**config.mk**
```make
export PLATFORM = sky130hd
export DESIGN_NAME = json_string_unescape_utf8
export DESIGN_NICKNAME = d
export VERILOG_FILES = /design/src/rtl/core/jsu_pkg.sv /design/src/rtl/core/json_string_unescape_utf8.sv /design/src/rtl/core/jsu_decode.sv /design/src/rtl/core/jsu_outbuf.sv
export SDC_FILE = /design/constraint.sdc
export NUM_CORES = 1
export LEC_CHECK = 0
export BUFFER_PORTS_ARGS = -buffer_cell sky130_fd_sc_hd__buf_2
export CORE_MARGIN = 8
export CORE_UTILIZATION = 29
export DETAILED_ROUTE_END_ITERATION = 8
export HOLD_SLACK_MARGIN = 0.1
export PLACE_DENSITY = 0.45
export SKIP_CTS_REPAIR_TIMING = 1
export SLEW_MARGIN = 5
export SYNTH_ARGS = -nofsm -noshare
export SYNTH_HDL_FRONTEND = slang
export SYNTH_HIERARCHICAL = 1
export SYNTH_SLANG_ARGS = --single-unit
```
**constraint.sdc**
```tcl
create_clock -name clk -period 4.39 [get_ports clk]
set_clock_uncertainty 0.2 [all_clocks]
set_input_delay 0.439 -clock clk [delete_from_list [all_inputs] [get_ports clk]]
set_output_delay 0.439 -clock clk [all_outputs]
set_load 0.1 [all_outputs]
```
**src/rtl/core/jsu_pkg.sv**
```systemverilog
`timescale 1ns / 1ps
// ----------------------------------------------------------------------------
// jsu_pkg
// Types, character codes and helper functions shared by the JSON string
// unescape decoder, its output buffer and its top level.
// ----------------------------------------------------------------------------
package jsu_pkg;

    localparam int MAX_RESULTS = 4;
    localparam int CNT_W       = $clog2(MAX_RESULTS + 1);

    // Decoder phase, one-hot
    typedef enum logic [6:0] {
        PH_IDLE    = 7'b000_0001,
        PH_BODY    = 7'b000_0010,
        PH_ESC     = 7'b000_0100,
        PH_HEX     = 7'b000_1000,
        PH_PAIR_BS = 7'b001_0000,
        PH_PAIR_U  = 7'b010_0000,
        PH_LOW_HEX = 7'b100_0000
    } phase_t;

    typedef enum logic [1:0] {
        KIND_BYTE = 2'd0,
        KIND_DONE = 2'd1,
        KIND_ERR  = 2'd2
    } kind_t;

    localparam logic [3:0] ERR_NO_QUOTE      = 4'd0;
    localparam logic [3:0] ERR_UNTERMINATED  = 4'd1;
    localparam logic [3:0] ERR_CONTROL_CHAR  = 4'd2;
    localparam logic [3:0] ERR_TRUNC_ESCAPE  = 4'd3;
    localparam logic [3:0] ERR_UNKNOWN_ESC   = 4'd4;
    localparam logic [3:0] ERR_TRUNC_U       = 4'd5;
    localparam logic [3:0] ERR_BAD_HEX       = 4'd6;
    localparam logic [3:0] ERR_LONE_HIGH     = 4'd7;
    localparam logic [3:0] ERR_BAD_LOW       = 4'd8;
    localparam logic [3:0] ERR_LONE_LOW      = 4'd9;
    localparam logic [3:0] ERR_NONE          = 4'd0;

    localparam logic [7:0] CH_QUOTE     = 8'h22;
    localparam logic [7:0] CH_BACKSLASH = 8'h5C;
    localparam logic [7:0] CH_SLASH     = 8'h2F;
    localparam logic [7:0] CH_B         = 8'h62;
    localparam logic [7:0] CH_F         = 8'h66;
    localparam logic [7:0] CH_N         = 8'h6E;
    localparam logic [7:0] CH_R         = 8'h72;
    localparam logic [7:0] CH_T         = 8'h74;
    localparam logic [7:0] CH_U         = 8'h75;
    localparam logic [7:0] CH_SPACE     = 8'h20;

    localparam logic [7:0] BYTE_BS  = 8'h08;
    localparam logic [7:0] BYTE_FF  = 8'h0C;
    localparam logic [7:0] BYTE_LF  = 8'h0A;
    localparam logic [7:0] BYTE_CR  = 8'h0D;
    localparam logic [7:0] BYTE_TAB = 8'h09;

    // Upper six bits of a 16-bit code unit for the surrogate ranges
    localparam logic [5:0] SURR_HIGH_TAG = 6'b110110;
    localparam logic [5:0] SURR_LOW_TAG  = 6'b110111;
    localparam logic [20:0] SUPP_BASE    = 21'h10000;

    typedef struct packed {
        kind_t      kind;
        logic [7:0] data;
        logic [3:0] err;
    } result_t;

    typedef struct packed {
        result_t [MAX_RESULTS-1:0] res;
        logic [CNT_W-1:0]          count;
    } batch_t;

    typedef struct packed {
        phase_t      phase;
        logic [1:0]  hex_count;
        logic [15:0] acc;
        logic [9:0]  high_bits;
    } state_t;

    typedef struct packed {
        logic             can_load;
        logic [CNT_W-1:0] pending;
    } buf_status_t;

    localparam result_t RESULT_ZERO = '{kind: KIND_BYTE, data: 8'h00, err: ERR_NONE};

    function automatic batch_t empty_batch();
        batch_t b;
        b.res   = {MAX_RESULTS{RESULT_ZERO}};
        b.count = '0;
        return b;
    endfunction

    function automatic batch_t one_result(kind_t kind, logic [7:0] data, logic [3:0] err);
        batch_t b;
        b = empty_batch();
        b.res[0].kind = kind;
        b.res[0].data = data;
        b.res[0].err  = err;
        b.count       = CNT_W'(1);
        return b;
    endfunction

    // bit 4 set: not a hex digit
    function automatic logic [4:0] hex_value(logic [7:0] c);
        logic [4:0] v;
        v = 5'h10;
        if (c >= 8'h30 && c <= 8'h39) v = {1'b0, 4'(c - 8'h30)};
        else if (c >= 8'h61 && c <= 8'h66) v = {1'b0, 4'(c - 8'h57)};
        else if (c >= 8'h41 && c <= 8'h46) v = {1'b0, 4'(c - 8'h37)};
        return v;
    endfunction

    function automatic batch_t utf8_batch(logic [20:0] code);
        batch_t b;
        b = empty_batch();
        if (code <= 21'h7F) begin
            b.res[0].data = code[7:0];
            b.count       = CNT_W'(1);
        end
        else if (code <= 21'h7FF) begin
            b.res[0].data = {3'b110, code[10:6]};
            b.res[1].data = {2'b10, code[5:0]};
            b.count       = CNT_W'(2);
        end
        else if (code <= 21'hFFFF) begin
            b.res[0].data = {4'b1110, code[15:12]};
            b.res[1].data = {2'b10, code[11:6]};
            b.res[2].data = {2'b10, code[5:0]};
            b.count       = CNT_W'(3);
        end
        else begin
            b.res[0].data = {5'b11110, code[20:18]};
            b.res[1].data = {2'b10, code[17:12]};
            b.res[2].data = {2'b10, code[11:6]};
            b.res[3].data = {2'b10, code[5:0]};
            b.count       = CNT_W'(4);
        end
        return b;
    endfunction

endpackage

```
**src/rtl/core/json_string_unescape_utf8.sv**
```systemverilog
`timescale 1ns / 1ps
// ----------------------------------------------------------------------------
// json_string_unescape_utf8
// Streaming decoder for one quoted JSON string, byte in, decoded bytes out.
// ----------------------------------------------------------------------------
// Feed the raw text one byte per transaction, starting with the opening
// quote; a transaction with end_of_input set marks the end of the text.
// Plain bytes and simple escapes leave as one decoded byte, a \uXXXX escape
// as one to three UTF-8 bytes and a surrogate pair as four. The closing
// quote gives a done result, any fault one error result, and the decoder
// then waits for a new opening quote. Results appear in the cycle after the
// input byte is taken. The input takes one byte per cycle while in_stall is
// low; a byte that yields more than one result holds in_stall high while
// the four-entry result register drains, until the last of them leaves.
// last marks the final result caused by one input byte.
// ----------------------------------------------------------------------------
module json_string_unescape_utf8 (
    input  logic       clk,
    input  logic       rst_n,
    input  logic       in_valid,
    output logic       in_stall,
    input  logic [7:0] data_byte,
    input  logic       end_of_input,
    output logic       out_valid,
    input  logic       out_stall,
    output logic [1:0] result_kind,
    output logic [7:0] decoded_byte,
    output logic [3:0] error_code,
    output logic       last
);
    import jsu_pkg::*;

    state_t      state_reg;
    state_t      state_next;
    batch_t      batch;
    result_t     head;
    buf_status_t status;
    logic        in_take;

    assign in_stall = !status.can_load;
    assign in_take  = in_valid && status.can_load;

    jsu_decode u_decode (
        .cur          (state_reg),
        .data_byte    (data_byte),
        .end_of_input (end_of_input),
        .nxt          (state_next),
        .batch        (batch)
    );

    jsu_outbuf u_outbuf (
        .clk       (clk),
        .rst_n     (rst_n),
        .load      (in_take),
        .batch     (batch),
        .out_stall (out_stall),
        .out_valid (out_valid),
        .head      (head),
        .head_last (last),
        .status    (status)
    );

    assign result_kind  = head.kind;
    assign decoded_byte = head.data;
    assign error_code   = head.err;

    always_ff @(posedge clk or negedge rst_n)
    begin
        if (!rst_n)
        begin
            state_reg <= '{phase: PH_IDLE, hex_count: 2'd0, acc: 16'h0000,
                           high_bits: 10'h000};
        end
        else if (in_take)
        begin
            state_reg <= state_next;
        end
    end

`ifndef SYNTHESIS
    a_pending_bound: assert property (@(posedge clk) disable iff (!rst_n)
        status.pending <= CNT_W'(MAX_RESULTS))
        else $error("result register holds more than four results");

    a_stall_while_draining: assert property (@(posedge clk) disable iff (!rst_n)
        (status.pending > CNT_W'(1)) |-> in_stall)
        else $error("input taken while several results still pending");

    a_error_to_idle: assert property (@(posedge clk) disable iff (!rst_n)
        (in_take && batch.count != '0 && batch.res[0].kind == KIND_ERR)
        |=> (state_reg.phase == PH_IDLE))
        else $error("decoder left running after an error result");

    a_batch_loaded: assert property (@(posedge clk) disable iff (!rst_n)
        (in_take && batch.count != '0) |=> (out_valid && status.pending == $past(batch.count)))
        else $error("result batch not loaded after input transaction");
`endif

endmodule

```
**src/rtl/core/jsu_decode.sv**
```systemverilog
`timescale 1ns / 1ps
// ----------------------------------------------------------------------------
// jsu_decode
// Next-state and result logic for one raw byte of a quoted JSON string:
// escape handling, hex collection, surrogate pairing and UTF-8 encoding.
// ----------------------------------------------------------------------------
module jsu_decode (
    input  jsu_pkg::state_t cur,
    input  logic [7:0]      data_byte,
    input  logic            end_of_input,
    output jsu_pkg::state_t nxt,
    output jsu_pkg::batch_t batch
);
    import jsu_pkg::*;

    logic [4:0]  digit;
    logic [15:0] acc_shift;

    assign digit     = hex_value(data_byte);
    assign acc_shift = {cur.acc[11:0], digit[3:0]};

    always_comb
    begin
        nxt   = cur;
        batch = empty_batch();
        case (cur.phase)
            PH_IDLE:
            begin
                if (end_of_input || data_byte != CH_QUOTE)
                begin
                    batch         = one_result(KIND_ERR, 8'h00, ERR_NO_QUOTE);
                    nxt.hex_count = 2'd0;
                end
                else
                begin
                    nxt.phase = PH_BODY;
                end
            end
            PH_BODY:
            begin
                if (end_of_input)
                begin
                    batch         = one_result(KIND_ERR, 8'h00, ERR_UNTERMINATED);
                    nxt.phase     = PH_IDLE;
                    nxt.hex_count = 2'd0;
                end
                else if (data_byte == CH_QUOTE)
                begin
                    batch     = one_result(KIND_DONE, 8'h00, ERR_NONE);
                    nxt.phase = PH_IDLE;
                end
                else if (data_byte < CH_SPACE)
                begin
                    batch         = one_result(KIND_ERR, 8'h00, ERR_CONTROL_CHAR);
                    nxt.phase     = PH_IDLE;
                    nxt.hex_count = 2'd0;
                end
                else if (data_byte == CH_BACKSLASH)
                begin
                    nxt.phase = PH_ESC;
                end
                else
                begin
                    batch = one_result(KIND_BYTE, data_byte, ERR_NONE);
                end
            end
            PH_ESC:
            begin
                nxt.phase = PH_BODY;
                if (end_of_input)
                begin
                    batch         = one_result(KIND_ERR, 8'h00, ERR_TRUNC_ESCAPE);
                    nxt.phase     = PH_IDLE;
                    nxt.hex_count = 2'd0;
                end
                else if (data_byte == CH_QUOTE || data_byte == CH_BACKSLASH
                         || data_byte == CH_SLASH)
                    batch = one_result(KIND_BYTE, data_byte, ERR_NONE);
                else if (data_byte == CH_B)
                    batch = one_result(KIND_BYTE, BYTE_BS, ERR_NONE);
                else if (data_byte == CH_F)
                    batch = one_result(KIND_BYTE, BYTE_FF, ERR_NONE);
                else if (data_byte == CH_N)
                    batch = one_result(KIND_BYTE, BYTE_LF, ERR_NONE);
                else if (data_byte == CH_R)
                    batch = one_result(KIND_BYTE, BYTE_CR, ERR_NONE);
                else if (data_byte == CH_T)
                    batch = one_result(KIND_BYTE, BYTE_TAB, ERR_NONE);
                else if (data_byte == CH_U)
                begin
                    nxt.phase     = PH_HEX;
                    nxt.hex_count = 2'd0;
                    nxt.acc       = 16'h0000;
                end
                else
                begin
                    batch         = one_result(KIND_ERR, 8'h00, ERR_UNKNOWN_ESC);
                    nxt.phase     = PH_IDLE;
                    nxt.hex_count = 2'd0;
                end
            end
            PH_HEX, PH_LOW_HEX:
            begin
                if (end_of_input || digit[4])
                begin
                    batch         = one_result(KIND_ERR, 8'h00,
                                               end_of_input ? ERR_TRUNC_U : ERR_BAD_HEX);
                    nxt.phase     = PH_IDLE;
                    nxt.hex_count = 2'd0;
                end
                else if (cur.hex_count != 2'd3)
                begin
                    nxt.acc       = acc_shift;
                    nxt.hex_count = cur.hex_count + 2'd1;
                end
                else
                begin
                    nxt.acc       = acc_shift;
                    nxt.hex_count = 2'd0;
                    if (cur.phase == PH_LOW_HEX)
                    begin
                        if (acc_shift[15:10] != SURR_LOW_TAG)
                        begin
                            batch     = one_result(KIND_ERR, 8'h00, ERR_BAD_LOW);
                            nxt.phase = PH_IDLE;
                        end
                        else
                        begin
                            // combine the pair: 0x10000 + (high << 10) + low offset
                            batch     = utf8_batch(SUPP_BASE +
                                                   {1'b0, cur.high_bits, acc_shift[9:0]});
                            nxt.phase = PH_BODY;
                        end
                    end
                    else if (acc_shift[15:10] == SURR_HIGH_TAG)
                    begin
                        nxt.high_bits = acc_shift[9:0];
                        nxt.phase     = PH_PAIR_BS;
                    end
                    else if (acc_shift[15:10] == SURR_LOW_TAG)
                    begin
                        batch     = one_result(KIND_ERR, 8'h00, ERR_LONE_LOW);
                        nxt.phase = PH_IDLE;
                    end
                    else
                    begin
                        batch     = utf8_batch({5'b0, acc_shift});
                        nxt.phase = PH_BODY;
                    end
                end
            end
            PH_PAIR_BS:
            begin
                if (end_of_input || data_byte != CH_BACKSLASH)
                begin
                    batch         = one_result(KIND_ERR, 8'h00, ERR_LONE_HIGH);
                    nxt.phase     = PH_IDLE;
                    nxt.hex_count = 2'd0;
                end
                else
                begin
                    nxt.phase = PH_PAIR_U;
                end
            end
            PH_PAIR_U:
            begin
                if (end_of_input || data_byte != CH_U)
                begin
                    batch         = one_result(KIND_ERR, 8'h00, ERR_LONE_HIGH);
                    nxt.phase     = PH_IDLE;
                    nxt.hex_count = 2'd0;
                end
                else
                begin
                    nxt.phase     = PH_LOW_HEX;
                    nxt.hex_count = 2'd0;
                    nxt.acc       = 16'h0000;
                end
            end
            default:
            begin
                nxt.phase     = PH_IDLE;
                nxt.hex_count = 2'd0;
            end
        endcase
    end

endmodule

```
**src/rtl/core/jsu_outbuf.sv**
```systemverilog
`timescale 1ns / 1ps
// ----------------------------------------------------------------------------
// jsu_outbuf
// Result register for up to four results of one input byte. Loads a whole
// batch at once and shifts one result out per output transaction.
// ----------------------------------------------------------------------------
module jsu_outbuf (
    input  logic                 clk,
    input  logic                 rst_n,
    input  logic                 load,
    input  jsu_pkg::batch_t      batch,
    input  logic                 out_stall,
    output logic                 out_valid,
    output jsu_pkg::result_t     head,
    output logic                 head_last,
    output jsu_pkg::buf_status_t status
);
    import jsu_pkg::*;

    result_t [MAX_RESULTS-1:0] entries_reg;
    result_t [MAX_RESULTS-1:0] entries_next;
    logic [CNT_W-1:0]          cnt_reg;
    logic [CNT_W-1:0]          cnt_next;
    logic                      take;

    assign out_valid = (cnt_reg != '0);
    assign take      = out_valid && !out_stall;
    assign head      = entries_reg[0];
    assign head_last = (cnt_reg == CNT_W'(1));

    // a new batch fits when the register is empty or the last pending result leaves this cycle
    assign status.can_load = (cnt_reg == '0) || (head_last && !out_stall);
    assign status.pending  = cnt_reg;

    always_comb
    begin
        entries_next = entries_reg;
        cnt_next     = cnt_reg;
        if (load)
        begin
            entries_next = batch.res;
            cnt_next     = batch.count;
        end
        else if (take)
        begin
            for (int i = 0; i < MAX_RESULTS - 1; i++)
            begin
                entries_next[i] = entries_reg[i+1];
            end
            entries_next[MAX_RESULTS-1] = RESULT_ZERO;
            cnt_next                    = cnt_reg - CNT_W'(1);
        end
    end

    always_ff @(posedge clk or negedge rst_n)
    begin
        if (!rst_n)
        begin
            cnt_reg <= '0;
        end
        else
        begin
            cnt_reg <= cnt_next;
        end
    end

    always_ff @(posedge clk)
    begin
        entries_reg <= entries_next;
    end

endmodule
```
# Word-level counts from Yosys, hierarchy flattened
# Index checks and enable logic that the tools add are counted.
dict set report word_totals {
  out_inout_bits 17
  inputBits 13
  ff_bits 90
  word_cells 197
}
dict set report op_classes {
  n_mux 88
  n_reduce_logical 24
  n_eq_ne 47
  add_sub_neg 6
  n_lt_le_gt_ge 12
  n_bitwise 3
}
# operator n
set op_table {}
lappend op_table {{two-way mux 59 bit} 13}
lappend op_table {{one-hot mux 59 bit (6 select lines)} 1}
lappend op_table {{two-way mux 25 bit} 5}
lappend op_table {{two-way mux 56 bit} 2}
lappend op_table {{two-way mux 8 bit} 13}
lappend op_table {{two-way mux 17 bit} 5}
lappend op_table {{two-way mux 57 bit} 1}
lappend op_table {{equality test 8 x 7 -> 1 bit, second input constant} 7}
lappend op_table {{one-hot mux 9 bit (6 select lines)} 1}
lappend op_table {{two-way mux 7 bit} 7}
lappend op_table {{two-way mux 22 bit} 2}
lappend op_table {{two-way mux 43 bit} 1}
lappend op_table {{two-way mux 6 bit} 6}
lappend op_table {{two-way mux 9 bit} 4}
lappend op_table {{one-hot mux 12 bit (3 select lines)} 1}
lappend op_table {{two-way mux 10 bit} 3}
lappend op_table {{two-way mux 12 bit} 2}
lappend op_table {{!= test 2 bit, second input constant} 11}
lappend op_table {{adder 17 x 20 -> 21 bit, first input constant} 1}
lappend op_table {{<= comparator 21 x 11 -> 1 bit, second input constant} 1}
lappend op_table {{<= comparator 21 x 16 -> 1 bit, second input constant} 1}
lappend op_table {{<= comparator 21 x 7 -> 1 bit, second input constant} 1}
lappend op_table {{!= test 3 bit, second input constant} 7}
lappend op_table {{two-way mux 5 bit} 4}
lappend op_table {{45 further kinds} 80}

# Longest topological paths before layout
# Gate-level depths: netlist of the first run.
dict set report logic_depth {
  word_depth 16
  depth_mapped 13
  mapped_depth_nobuf 11
}

# By module
# Netlist of the first run, hierarchy kept.
# mod cells_each area_per_inst_um2 n_inst seq_area_each_um2
set modules_own_cells {}
lappend modules_own_cells {jsu_decode 445 2860.2 1 0.0}
lappend modules_own_cells {jsu_outbuf 162 2620.0 1 1756.7}
lappend modules_own_cells {json_string_unescape_utf8 76 1432.6 1 877.1}

# Least setup slack after synthesis of the first run
# Ideal clock, no wire load.
dict set report synth_timing {
  path_type {reg-to-reg}
  from {register u_outbuf.cnt_reg[0]}
  to {register u_outbuf/entries_reg[14] (netlist name), enable pin}
  setup_slack_ns -0.046
  required_ns 3.520
  period_less_slack_ns 4.436
  path_buffers 3
  setup_ns 0.670
  arrival_time_ns 3.566
  stages_incl_launch_ff 12
  cell_sequence {dfrtp_1 > inv_1 > ha_1 > nor2b_1 > inv_1 > o21ai_0 > nand2_4 > buf_6 > inv_1 > buf_6 > clkbuf_1 > o21bai_1}
}
dict set report synth_via {
  elab_cells_between_ends 8
  cone_classes {eq/ne: 1; reduce/logical: 7}
}
# item line
set synth_rtl {}
lappend synth_rtl {{start, declared} jsu_outbuf.sv:22} ;# logic [CNT_W-1:0] cnt_reg;
lappend synth_rtl {{start signal, assigned} jsu_outbuf.sv:63} ;# cnt_reg <= cnt_next;
lappend synth_rtl {{nonzero test 3 bit} jsu_outbuf.sv:26} ;# assign out_valid = (cnt_reg != '0);
lappend synth_rtl {{net out_valid} json_string_unescape_utf8.sv:24} ;# output logic out_valid,
lappend synth_rtl {{logical AND 1 bit} jsu_outbuf.sv:27} ;# assign take = out_valid && !out_stall;
lappend synth_rtl {{nonzero test 2 bit (no line)} --}
lappend synth_rtl {{end signal, assigned} jsu_outbuf.sv:69} ;# entries_reg <= entries_next;
lappend synth_rtl {{end, declared} jsu_outbuf.sv:20} ;# result_t [MAX_RESULTS-1:0] entries_reg;
# The timed path passes the listed nets, and every way through them passes these cells.
# A chain may end at the register's enable or synchronous reset.

==> results of run 1 <==
-- worst reg2reg max path, delay by kind of cell (launching register included) --
family	cells	cell delay [ps]
compound gates	4	1360
simple gates	3	1340
flops	1	440
mux	1	190
-- cells in the final DEF (no fill, tap or decap), types with 9 or more instances in the layout --
cell	instances
clkbuf_16	9
buf_4	15
o21ai_1	9
nand2_1	39
a22o_1	19
nor2b_1	11
nor4_1	10
nand3_1	28
mux2_4	26
edfxtp_1	56
ha_1	10
conb_1	21
mux2_2	53
dfrtp_1	33
buf_2	29
nor2_1	43
nor3_1	13
o21ai_0	28
inv_1	18
and2_1	19
a21oi_1	34
-- report_power, final --
group          internal (uW)  switching [uW]  leakage [uW]
logic                    458            1160       0.00172
clock network            452             369      0.000145
registers               1320             140       0.00103
-- worst max-delay path by stage --
stage	start	endpoint
floorplan	u_outbuf/cnt_reg[0]$_DFFE_PN0P_	u_outbuf/entries_reg[14]$_DFFE_PP_
global placement	data_byte[0]	u_outbuf/head[6]$_DFFE_PP_
detailed placement	data_byte[0]	u_outbuf/head[6]$_DFFE_PP_
CTS	data_byte[0]	u_outbuf/head[6]$_DFFE_PP_
global route	data_byte[1]	u_outbuf/head[7]$_DFFE_PP_
finish	state_reg[32]$_DFFE_PN0P_	u_outbuf/head[6]$_DFFE_PP_
-- final cells by class --
type                    count  area share (%)
multi-input cells         510            51.3
flip-flops and latches     90            34.7
well taps                 285            4.89
repair buffers             45            3.67
clock buffers               9            3.09
clock inverters             7            1.20
inverters                  21            1.08
-- per-layer routing --
| metal | routed length, um | global-route usage, % | vias to the layer above |
|---|---|---|---|
| met5 | 0 | 0 | - |
| met4 | 330 | 4.70 | 0 |
| met3 | 944 | 2.34 | 21 |
| met2 | 9690 | 23.9 | 132 |
| met1 | 9300 | 18.8 | 2664 |
| li1 | - | - | 2483 |
-- per-stage QoR --
stage / hold WS [ps] / cell area, um^2 / utilization [%] / worst slack [ps] / power (uW)
floorplan: -56.6 / 6800 / - / 554 / 2870
global placement: 324 / 6970 / 30.7 / 358 / 3090
detailed placement: 331 / 6970 / 30.7 / 392 / 3110
CTS: 47.3 / 7290 / 32.1 / 776 / 3950
global route: 332 / 7300 / 32.1 / 544 / 4090
finish: 292 / 7300 / 32.1 / 732 / 3900
==> reports/results.ini, run 1 <==
[run_status]
status = finished, final reports clean

[setup_path]
path_cells = nor3_1 -> nand3_1 -> a2111oi_2 -> nand3_1 -> a311oi_1 -> a221oi_1 -> o21ai_1 -> mux2_2
worst-r2r-cell-count = 8
reg2reg_to = u_outbuf/head[6]$_DFFE_PP_
critPathBufInv = 0
cp_slowest_stage_delay_ps = 720
worstPathMaxFanout = 7
crit_cells = 8
cp.arrival_ps = 3690
r2r_slack_ps = 730
start_kind = flop
cpMostUsedCell = nand3_1
crit_required_ps = 4420
critPathKind = reg -> reg
critical_path.top_delay_family = compound AO/OA/AOI/OAI gates
worstSetupEndpointType = flop
r2r_start = state_reg[32]$_DFFE_PN0P_
crit_slowest_cell = a2111oi_2

[route]
drcViolationCount = 0
via_count = 5300
wl_per_cell_um = 21.0
route.antenna.remaining_nets = 0
routed_via_density = 5.48
drt-total-wl_mm = 20.3
drt_iter0_drc = 455
drtPass1Iterations = 5

[power]
powerDensity_mw_per_mm2 = 534
cellLeakagePower_uw = 0.00289
irDropWorstVdd_v = 0.000425

[sta]
tns_ps = 0
min_period_over_period_pct = 83.3
finalSetupViolCount = 0
rsz0062_at_grt = false
hold_violations = 0
worst_pin_slew_ps = 890
fmax_ghz = 0.273
slew_violations = 0
layout_min_cycle_time_ps = 3660
slew_headroom_pct = 40.7

[synthesis]
syn-cell-area_mm2 = 0.00672
avgSynthCellArea_um2 = 10.0
synth_cells = 671
ys_warn_count = 6

[global_routing]
antenna_found_initial = 0
grt_max_degree = 38
grt_pass1_vias = 5306
grt_pass1_wl_mm = 31.8
grt_usage_pct = 14.4
gr-total-overflow = 0

[layout]
ff_latch_area_mm2 = 0.00253
fillers = 2325
multiInputGateArea_mm2 = 0.00375
layout.nets = 700
largest_reg_flops = 42
drive_gt1_share_pct = 24.8
synthToLayoutAreaGrowth_pct = 8.54
final_cells = 967
diodes = 0

[clock_tree]
htreeDepth = 3
clkTransAtPathRegs_ps = 70
cts_tree = built
cts_buffers = 9
clk_path_buf_depth = 2
cts_sinks = 90
root_buffer = clkbuf_16
clock_latency_ps = 350

[placed_design]
io_buffers = 29
hpwl_mm = 14.9
gp_congestion = 0.951
dp_cells = 950

[hold_path]
hp-start = out_stall
whs_path_depth = 3
min_path_type = in -> reg
whs_endpoint = u_outbuf/cnt_reg[0]$_DFFE_PN0P_

[floorplanning]
start_util_pct = 29.6
die-width_um = 168
dieHeight_um = 168
pin_count = 30
fp.dieArea_mm2 = 0.0283
fp-row-count = 55
core-area_mm2 = 0.0227

[job]
maxCapViolations = 0

(Power assumes the default switching activity.)
==> inputs of run 2 (changes only) <==
Settings changed: PLACE_DENSITY 0.45 to 0.46.
Clock period 4.39 ns to 3 ns, I/O delays scaled along.
==> run 2 against run 1 <==
  * Sequential cell count unchanged
  * Critical path depth up 2
  * Clock-buffer cell count unchanged
  * First-iteration DRC count up 1.8%
  * The flow now finishes with violations (negative setup slack)
  * Die area unchanged
  * Utilization up 5.8 points
  * Critical path type unchanged
  * Power up 49%
  * Design area up 18%
  * Critical endpoint is now u_outbuf/entries_reg[20]$_DFFE_PP_
  * Combinational power up 60%
==> reports/results.ini, run 2 (synthesized netlist as in run 1, its figures left out) <==
[run_status]
status = complete, but fails checks
failed_checks = negative setup slack

[setup_path]
cp.arrival_ps = 2930  ; -760 ps
crit_start = state_reg[6]$_DFFE_PN0P_
start_kind = flop
worst-r2r-cell-count = 10  ; +2
worstPathMaxFanout = 4  ; -3
critPathKind = reg -> reg
reg2reg_to = u_outbuf/entries_reg[20]$_DFFE_PP_
crit_end = u_outbuf/entries_reg[20]$_DFFE_PP_
r2r_slack_ps = -20  ; -750 ps
worstSetupEndpointType = flop
crit_required_ps = 2910  ; -1510 ps
r2r_start = state_reg[6]$_DFFE_PN0P_

[global_routing]
grt_usage_pct = 15.3  ; +0.85 points
antenna_found_initial = 0  ; unchanged
grt_pass1_vias = 5741  ; +8.2%
grt_max_degree = 57  ; +50%
grt_pass1_wl_mm = 33.5  ; +5.4%
gr-total-overflow = 0  ; unchanged

[sta]
layout_min_cycle_time_ps = 3020  ; -638 ps
rsz0062_at_grt = true
min_period_over_period_pct = 101  ; +17 points
slew_headroom_pct = 36.9  ; -3.8 points
fmax_ghz = 0.331  ; +21%
slew_violations = 0  ; unchanged
hold_violations = 0  ; unchanged
tns_ps = -31.9  ; -31.9 ps
holdWs_ps = 158  ; -134 ps
worst_slack_ps = -20.4  ; -752 ps
finalSetupViolCount = 2  ; +2
worst_pin_slew_ps = 946  ; +56.3 ps

[route]
via_count = 5806  ; +9.5%
drcViolationCount = 0  ; unchanged
route.antenna.remaining_nets = 0  ; unchanged
routed_via_density = 5.31  ; -3.1%
drt_iter0_drc = 463  ; +1.8%
drt-total-wl_mm = 22.0  ; +8.8%
wl_per_cell_um = 20.2  ; -3.7%
drtPass1Iterations = 5  ; unchanged

[placed_design]
dpl_cell_area_mm2 = 0.00794  ; +14%
dp_cells = 1069  ; +13%
hpwl_mm = 16.2  ; +8.9%
gp_congestion = 0.919  ; -3.4%
place_ws_ps = -509  ; -901 ps
io_buffers = 29  ; unchanged

[layout]
synthToLayoutAreaGrowth_pct = 28.0
layout.nets = 826  ; +18%
final_cells = 1093  ; +13%
ff_latch_area_mm2 = 0.00253  ; unchanged
final_common_cell = buf_4
diodes = 0  ; unchanged
final_cell_mix = buf_4, edfxtp_1, mux2_2
fillers = 2249  ; -3.3%
largest_reg_flops = 42  ; unchanged
multiInputGateArea_mm2 = 0.00405  ; +8.1%
drive_gt1_share_pct = 41.5  ; +17 points
final_cell_area_mm2 = 0.00861  ; +18%

[floorplanning]
fp-row-count = 55  ; unchanged
core-area_mm2 = 0.0227  ; unchanged
pin_count = 30  ; unchanged
fp.dieArea_mm2 = 0.0283  ; unchanged
dieHeight_um = 168  ; unchanged
start_util_pct = 29.6  ; unchanged
die-width_um = 168  ; unchanged

[power]
powerDensity_mw_per_mm2 = 674  ; +26%
irDropWorstVdd_v = 0.000706  ; +66%
cellLeakagePower_uw = 0.00358  ; +24%

[clock_tree]
htreeDepth = 3  ; unchanged
cts_tree = built
clkTransAtPathRegs_ps = 70  ; about the same
root_buffer = clkbuf_16
clock_latency_ps = 350  ; about the same
clk_path_buf_depth = 2  ; unchanged
cts_buffers = 9  ; unchanged
cts_sinks = 90  ; unchanged

[job]
maxCapViolations = 0  ; unchanged

[hold_path]
min_path_type = in -> reg

run 2: cell type report:
cell class | instances | area share [%]
timing repair buffer | 171 | 14.9
multi-input combinational | 510 | 47.1
sequential | 90 | 29.4
inverter | 21 | 1.05
clock inverter | 7 | 0.727
clock buffer | 9 | 2.62
tap | 285 | 4.14
run 2: metrics by stage:
stage / util (%) / total power, uW
final: 37.9 / 5800
after detailed placement: 35.0 / 4690
after global routing: 37.9 / 6080
after floorplan: - / 4240
after CTS: 36.2 / 5840
after global placement: 35.0 / 4650
run 2: how the worst min path moves through the flow:
stage / to / startpoint / slack, ps / cells after the start
6_report: u_outbuf/cnt_reg[0]$_DFFE_PN0P_ / out_stall / 160 / 3
5_1_grt: u_outbuf/cnt_reg[0]$_DFFE_PN0P_ / out_stall / 180 / 3
4_1_cts: state_reg[1]$_DFFE_PN0P_ / rst_n / -80 / 1
3_5_place_dp: state_reg[1]$_DFFE_PN0P_ / rst_n / 310 / 1
3_3_place_gp: state_reg[1]$_DFFE_PN0P_ / rst_n / 280 / 1
2_1_floorplan: state_reg[0]$_DFFE_PN0P_ / rst_n / -200 / 0
run 2: power by group:
| part | switching [uW] | leakage (uW) | internal [uW] |
|---|---|---|---|
| registers | 158 | 0.00103 | 1930 |
| clock network | 550 | 0.000137 | 577 |
| logic | 1800 | 0.00241 | 792 |
| total | 2510 | 0.00358 | 3290 |
run 2: metal layers:
layer / up-vias / routed length [um] / track usage (%)
met5: - / 0 / 0
met4: 0 / 384 / 4.39
met3: 24 / 944 / 3.02
met2: 135 / 10600 / 25.5
met1: 2907 / 10200 / 19.6
li1: 2740 / - / -
run 2: critical path, stage by stage, from the launching register on:
cell and delay [ps]:
dfrtp_1 420, ha_2 230, buf_6 110, nand2_2 40, o21ai_0 260, nand2_1 150
a2111o_1 370, and3_1 250, a221oi_1 320, a211oi_1 130, mux2_2 270
